### config.mk
export PLATFORM = sky130hd
export DESIGN_NAME = vmu_merge
export DESIGN_NICKNAME = d
export VERILOG_FILES = /design/src/hw/rtl/vmu_pkg.sv /design/src/hw/rtl/vmu_merge.sv
export SDC_FILE = /design/constraint.sdc
export NUM_CORES = 1
export LEC_CHECK = 0
export ABC_AREA = 1
export BUFFER_PORTS_ARGS = -buffer_cell sky130_fd_sc_hd__buf_4
export CORE_AREA = 3 3 538 540
export CTS_CLUSTER_DIAMETER = 30
export CTS_CLUSTER_SIZE = 25
export DETAILED_ROUTE_END_ITERATION = 8
export DIE_AREA = 0 0 541 543
export GPL_TIMING_DRIVEN = 1
export SLEW_MARGIN = 20
export SYNTH_ARGS = -nofsm -noshare
export SYNTH_HDL_FRONTEND = slang
export SYNTH_SLANG_ARGS = --single-unit
### constraint.sdc
create_clock -name clk -period 3.15 [get_ports clk]
set_clock_uncertainty 0.1 [all_clocks]
set_input_delay 0.315 -clock clk [delete_from_list [all_inputs] [get_ports clk]]
set_output_delay 0.315 -clock clk [all_outputs]
set_load 0.05 [all_outputs]
### src/hw/rtl/vmu_pkg.sv
// vmu_pkg: shared types, constants and arithmetic helpers for the 3D vector unit.
// Used by the interfaces, the lane, merge, square root and divider stages and the top level.
// No dependencies.
package vmu_pkg;

  localparam int DATA_W     = 32;
  localparam int FRAC_BITS  = 16;
  localparam int NUM_LANES  = 3;
  localparam int PROD_W     = 2 * DATA_W;
  localparam int ACC_W      = PROD_W + 2;
  localparam int RAD_W      = PROD_W;
  localparam int ROOT_W     = RAD_W / 2;
  localparam int SQ_REM_W   = ROOT_W + 4;
  localparam int SQ_STAGES  = ROOT_W;
  localparam int QUO_W      = FRAC_BITS + 1;
  localparam int DIV_NUM_W  = DATA_W + FRAC_BITS;
  localparam int DIV_STAGES = QUO_W;

  localparam logic [DATA_W-1:0] S_MAX = {1'b0, {(DATA_W-1){1'b1}}};
  localparam logic [DATA_W-1:0] S_MIN = {1'b1, {(DATA_W-1){1'b0}}};

  typedef enum logic [2:0] {
    FN_ADD   = 3'd0,
    FN_SUB   = 3'd1,
    FN_DOT   = 3'd2,
    FN_CROSS = 3'd3,
    FN_MAG   = 3'd4,
    FN_DIST  = 3'd5,
    FN_NORM  = 3'd6
  } func_t;

  typedef enum logic [1:0] {
    FLT_NONE = 2'd0,
    FLT_SAT  = 2'd1,
    FLT_ZERO = 2'd2
  } fault_t;

  // per-component results of one lane
  typedef struct packed {
    logic signed [PROD_W-1:0] p_dot;
    logic signed [PROD_W-1:0] p_c1;
    logic signed [PROD_W-1:0] p_c2;
    logic [RAD_W-1:0]         sq;
    logic [DATA_W-1:0]        sum;
    logic                     sat;
    logic                     big;
    logic                     neg;
    logic [DATA_W-1:0]        u;
  } lane_t;

  // sideband that rides along the root and divide pipelines
  typedef struct packed {
    func_t                              func;
    fault_t                             fault;
    logic [DATA_W-1:0]                  res_x;
    logic [DATA_W-1:0]                  res_y;
    logic [DATA_W-1:0]                  res_z;
    logic [DATA_W-1:0]                  res_s;
    logic [NUM_LANES-1:0][DATA_W-1:0]   u;
    logic [NUM_LANES-1:0]               neg;
    logic                               big;
    logic                               zero;
    logic [ROOT_W-1:0]                  mag;
  } side_t;

  typedef struct packed {
    side_t               side;
    logic [RAD_W-1:0]    n;
    logic [SQ_REM_W-1:0] rem;
    logic [ROOT_W-1:0]   root;
  } sq_st_t;

  typedef struct packed {
    side_t                                side;
    logic [NUM_LANES-1:0][DIV_NUM_W-1:0]  rem;
    logic [NUM_LANES-1:0][QUO_W-1:0]      q;
  } div_st_t;

  typedef struct packed {
    logic              ovf;
    logic [DATA_W-1:0] val;
  } sat_t;

  // arithmetic shift right by FRAC_BITS, then clamp to DATA_W signed bits
  function automatic sat_t sat_shift(input logic signed [ACC_W-1:0] v);
    logic signed [ACC_W-1:0] sh;
    sat_t r;
    sh = v >>> FRAC_BITS;
    if ((&sh[ACC_W-1:DATA_W-1]) || !(|sh[ACC_W-1:DATA_W-1])) begin
      r.ovf = 1'b0;
      r.val = sh[DATA_W-1:0];
    end else begin
      r.ovf = 1'b1;
      r.val = sh[ACC_W-1] ? S_MIN : S_MAX;
    end
    return r;
  endfunction

  // one result bit of the digit-by-digit integer square root
  function automatic sq_st_t sq_step(input sq_st_t s);
    sq_st_t r;
    logic [SQ_REM_W-1:0] rem2;
    logic [SQ_REM_W-1:0] trial;
    r     = s;
    rem2  = {s.rem[SQ_REM_W-3:0], s.n[RAD_W-1 -: 2]};
    trial = {{(SQ_REM_W-ROOT_W-2){1'b0}}, s.root, 2'b01};
    r.n   = {s.n[RAD_W-3:0], 2'b00};
    if (rem2 >= trial) begin
      r.rem  = rem2 - trial;
      r.root = {s.root[ROOT_W-2:0], 1'b1};
    end else begin
      r.rem  = rem2;
      r.root = {s.root[ROOT_W-2:0], 1'b0};
    end
    return r;
  endfunction

  // one quotient bit (weight 2^j) for all three components
  function automatic div_st_t div_step(input div_st_t s, input int j);
    div_st_t r;
    logic [DIV_NUM_W-1:0] dsh;
    r   = s;
    dsh = DIV_NUM_W'(s.side.mag) << j;
    for (int i = 0; i < NUM_LANES; i++) begin
      if (s.rem[i] >= dsh) begin
        r.rem[i] = s.rem[i] - dsh;
        r.q[i]   = {s.q[i][QUO_W-2:0], 1'b1};
      end else begin
        r.q[i]   = {s.q[i][QUO_W-2:0], 1'b0};
      end
    end
    return r;
  endfunction

endpackage

### src/hw/rtl/vmu_merge.sv
// vmu_merge: combines the three lanes: dot sum, cross differences, sum of squares,
// saturation and fault code. One register stage. Depends on vmu_pkg.
module vmu_merge (
  input  logic                                      clk,
  input  logic                                      en,
  input  vmu_pkg::func_t                            func,
  input  vmu_pkg::lane_t [vmu_pkg::NUM_LANES-1:0]   lanes,
  output vmu_pkg::sq_st_t                           res
);
  import vmu_pkg::*;

  logic signed [ACC_W-1:0]   dot;
  logic signed [PROD_W:0]    cr [NUM_LANES];
  sat_t                      dot_s;
  sat_t                      cr_s [NUM_LANES];
  logic [RAD_W-1:0]          sumsq;
  side_t                     side;

  always_comb begin
    dot = ACC_W'(lanes[0].p_dot) + ACC_W'(lanes[1].p_dot) + ACC_W'(lanes[2].p_dot);
    dot_s = sat_shift(dot);
    for (int i = 0; i < NUM_LANES; i++) begin
      cr[i]   = (PROD_W+1)'(lanes[i].p_c1) - (PROD_W+1)'(lanes[i].p_c2);
      cr_s[i] = sat_shift(ACC_W'(cr[i]));
    end
    sumsq = lanes[0].sq + lanes[1].sq + lanes[2].sq;

    side      = '0;
    side.func = func;
    case (func)
      FN_ADD, FN_SUB: begin
        side.res_x = lanes[0].sum;
        side.res_y = lanes[1].sum;
        side.res_z = lanes[2].sum;
        if (lanes[0].sat || lanes[1].sat || lanes[2].sat) side.fault = FLT_SAT;
      end
      FN_DOT: begin
        side.res_s = dot_s.val;
        if (dot_s.ovf) side.fault = FLT_SAT;
      end
      FN_CROSS: begin
        side.res_x = cr_s[0].val;
        side.res_y = cr_s[1].val;
        side.res_z = cr_s[2].val;
        if (cr_s[0].ovf || cr_s[1].ovf || cr_s[2].ovf) side.fault = FLT_SAT;
      end
      default: begin
      end
    endcase
    for (int i = 0; i < NUM_LANES; i++) begin
      side.u[i]   = lanes[i].u;
      side.neg[i] = lanes[i].neg;
    end
    side.big  = lanes[0].big || lanes[1].big || lanes[2].big;
    side.zero = (sumsq == '0);
  end

  always_ff @(posedge clk) begin
    if (en) begin
      res.side <= side;
      res.n    <= sumsq;
      res.rem  <= '0;
      res.root <= '0;
    end
  end

endmodule

==> run_results.csv <==
group,metric,value,unit
detailed_routing,antenna_left,0,
yosys,synth_xor_area_share,3.06,%
yosys,syn_area,41800,sq um
detailed_routing,post_drt_wl_per_cell,22.8,microns
global_route,antenna_found_initial,109,
detailed_routing,drc,0,
global_route,grt_use_total,20.1,%
cells_and_area,regMostFlops,"res",
die,initial_utilization,14.7,%
timing,period_needed,3.08,ns
worst_hold_path,min-delay-start,"lanes[680]",
die,fp-row-count,196,
worst_setup_path,crit_path_start,"lanes[914]",
placed_design,post-place-cells,13120,
detailed_routing,vias,55116,
yosys,synth_compound_area_share,11.0,%
detailed_routing,routed_via_density,4.06,
yosys,synth_seq_area_share,21.3,%
clocking,cts.sinks,297,
clocking,cts_tree,"built",
global_route,grt_start_max_net_pins,75,
cells_and_area,top_regs,"res: 297 flops",
power,vdd_ir_drop_max,0.449,mV
die,die_x,541,microns
yosys,yosys-top-cells-area,"edfxtp_1, nand2_1, inv_1, ha_1, fa_1",
power,p_int,20.7,mW
worst_hold_path,worst_hold_path.endpoint,"res[393]",
yosys,synthAdderAreaFrac,15.5,%
job,maxCapViolations,0,
worst_setup_path,critical_path_required,3.68,ns
timing,tightest_slew,0.604,ns
power,p_total,36.1,mW
worst_setup_path,crit_path_end_kind,"flop",
cells_and_area,multi_input_area,29400,sq um
cells_and_area,largest_reg_flops,297,
cells_and_area,nets,11108,
yosys,avgSynthCellArea,6.19,sq um
die,die-height,543,microns
power,p_sw,15.4,mW
timing,setup_violations,0,
yosys,yosysWarnings,0,
cells_and_area,fill_cells,32057,
worst_hold_path,whs_path_depth,6,
yosys,muxShareOfSynthArea,0,%
worst_setup_path,crit_type,"input pin to flop",
clocking,clock_path_buffers,4,
cells_and_area,final_core_util,26.0,%
clocking,cts_made_buffers,108,
yosys,yosys.area_share.simple,35.4,%
cells_and_area,layout.area.seq,8920,sq um
placed_design,portBuffers,1270,
global_route,grt_pass1_vias,54375,
yosys,ys_types,50,
worst_hold_path,hold_path.class,"input pin to flop",
outcome,status,"complete, no violations",
die,core_area,285000,sq um
timing,fin_crit_sh,97.8,%
power,power_leakage,37.7,nW
worst_setup_path,cp-start-kind,"input pin",
timing,hold_violations,0,
cells_and_area,areaGrowthSynthToFinish,77.2,%
detailed_routing,routed_wl,310,mm
yosys,syn_inst,6763,
worst_setup_path,arrival,3.61,ns
yosys,yosysTopAreaCellShare,21.3,%
cells_and_area,instances_no_fill,13585,
clocking,htreeDepth,3,
power,combPwrFrac,54.3,%
power,sequentialPowerShare,14.6,%
timing,rsz0062_at_grt,"true",
placed_design,gp_congestion,0.971,
worst_setup_path,crit_fanout,7,
clocking,clkSlewWorstSetupHoldPaths,0.04,ns
die,dieArea,294000,sq um
yosys,ys_seq_elements,297,
placed_design,place_hpwl,277,mm
global_route,grt_pass1_wl,414,mm
timing,slew_viol_final,0,
detailed_routing,firstDrtPassIters,6,
power,power_frac_clock,31.1,%
die,ios,1372,
timing,clock.fmax,0.325,GHz
global_route,gr-total-overflow,0,
detailed_routing,drt-initial-drc-count,3724,
yosys,synth_top_cell_by_area,"edfxtp_1",
clocking,root_buffer,"clkbuf_16",
yosys,synth_top_family_by_area,"simple AND/OR/NAND/NOR gates",
power,powerDensity,487,nW/um^2
power,switching_share,42.7,%
timing,slew_headroom,59.7,%
cells_and_area,final_layout_size_suffix_gt1_share,34.2,%
[cell families (layout without fill, tap and decap cells)]
family,Yosys count,after routing
xor gates and xnor gates,146,146
buffers and inverters,1387,4304
and+or+nand+nor,3651,3651
other,1,144
DFF,297,297
adders and majority gates,442,442
AOI/OAI and AO/OA,839,839
[critical path, stage by stage]
cell        delay (ns)
buf_4             0.09
clkinvlp_4        0.17
fa_1              0.62
inv_2             0.06
ha_4              0.28
nand2_2           0.08
o21ai_1           0.17
nand2_1           0.07
nand2_1           0.10
o21bai_2          0.15
nand2_1           0.14
nand2_2           0.15
nand2_1           0.10
nand2_1           0.09
nand2_1           0.05
nand2_1           0.06
nand2_1           0.06
nor2_2            0.15
nand3_4           0.18
nand2_8           0.16
clkbuf_16         0.17
nand2_2           0.05
a21oi_2           0.12
[stage by stage]
stage | cell area, sq um | hold WS, ns | setup TNS, ns | worst slack (ns)
after CTS | 72300 | 0.00117 | -0.00997 | -0.00522
final | 74200 | 0.0761 | 0 | 0.0703
after global routing | 74100 | 0.0417 | -0.442 | -0.0554
after detailed placement | 66400 | 0.395 | -110.43 | -1.06
after global placement | 66400 | 0.393 | -112.04 | -1.12
after floorplan | 42500 | 0.314 | 0 | 0.000260
[final cells by class]
cell class	count	share of cell area, %
Inverter	1238	6.29
Tap cell	3762	6.35
Timing Repair Buffer	2868	30.5
Clock buffer	114	3.67
Antenna cell	43	0.145
Sequential cell	297	12.0
Clock inverter	84	1.42
Multi-Input combinational cell	5179	39.6
[worst max-delay path by stage]
stage	slack, ns	cells after the start	end
6_report	0.07	23	res[282]
5_1_grt	-0.06	24	res[294]
4_1_cts	-0.005	24	res[294]
3_5_place_dp	-1.06	20	res[274]
3_3_place_gp	-1.12	20	res[271]
2_1_floorplan	0.0003	21	res[267]
[power by group through the flow]
| stage | Combinational, mW | Sequential [mW] | Clock, mW |
|---|---|---|---|
| 6_report | 19.6 | 5.28 | 11.2 |
| 5_1_grt | 21.1 | 5.32 | 11.8 |
| 4_1_cts | 18.8 | 5.30 | 11.6 |
| 3_5_place_dp | 18.4 | 5.35 | 0 |
| 3_3_place_gp | 18.5 | 5.36 | 0 |
| 2_1_floorplan | 6.92 | 6.92 | 0 |
[cell usage after synthesis (all sizes together)]
cell type,count
nand2,2414
inv,1237
nor2,701
a21oi,455
nand3,376
ha,315
edfxtp,297
o21ai,237
fa,127
buf,126
xor2,76
xnor2,70
a31oi,62
nor3,62
o21bai,45
nand4,32
nand3b,29
clkbuf,23
nor4,18
a21o,13
o21a,12
and3,10
a21boi,4
or2,4
and2,3
o211ai,3
o31ai,3
a211oi,1
a221oi,1
a22o,1
a31o,1
clkinv,1
conb,1
nand2b,1
o2111ai,1
or3,1
[repair_timing]
item / 4_1_cts / 5_1_grt
endpoints found under the hold margin: 267 / 1
hold buffers: 206 / 1
gates cloned: 0 / 4
resized for setup: 25 / 403
setup buffers: 2 / 13
setup endpoints to repair: 34 / 127
pin swaps: 3 / 78
[cell usage in the layout (no fill, tap or decap), types with 23 or more instances in the layout]
| cell | n |
|---|---|
| inv_1 | 1202 |
| nor2_4 | 29 |
| o21bai_1 | 41 |
| nand3b_1 | 28 |
| ha_4 | 42 |
| nand3_2 | 23 |
| nand4_1 | 32 |
| buf_12 | 39 |
| xnor2_1 | 68 |
| fa_1 | 115 |
| buf_4 | 2608 |
| a21oi_1 | 352 |
| clkbuf_16 | 111 |
| nor2_2 | 73 |
| dlygate4sd3_1 | 207 |
| ha_1 | 261 |
| o21ai_1 | 36 |
| a21oi_2 | 97 |
| inv_2 | 30 |
| nor3_1 | 47 |
| nor2_1 | 599 |
| diode_2 | 43 |
| edfxtp_1 | 297 |
| o21ai_0 | 192 |
| nand3_1 | 350 |
| a31oi_1 | 61 |
| nand2_2 | 116 |
| nand2_1 | 2287 |
| conb_1 | 101 |
| xor2_1 | 75 |
[metal layers]
layer / GRT usage (%) / wire length [microns] / vias up
met3: 5.93 / 25900 / 478
met2: 33.7 / 144000 / 2085
met1: 23.6 / 124000 / 25435
met5: 0 / 421 / -
met4: 9.22 / 15700 / 60
li1: - / - / 27058
(Power assumes the default switching activity.)
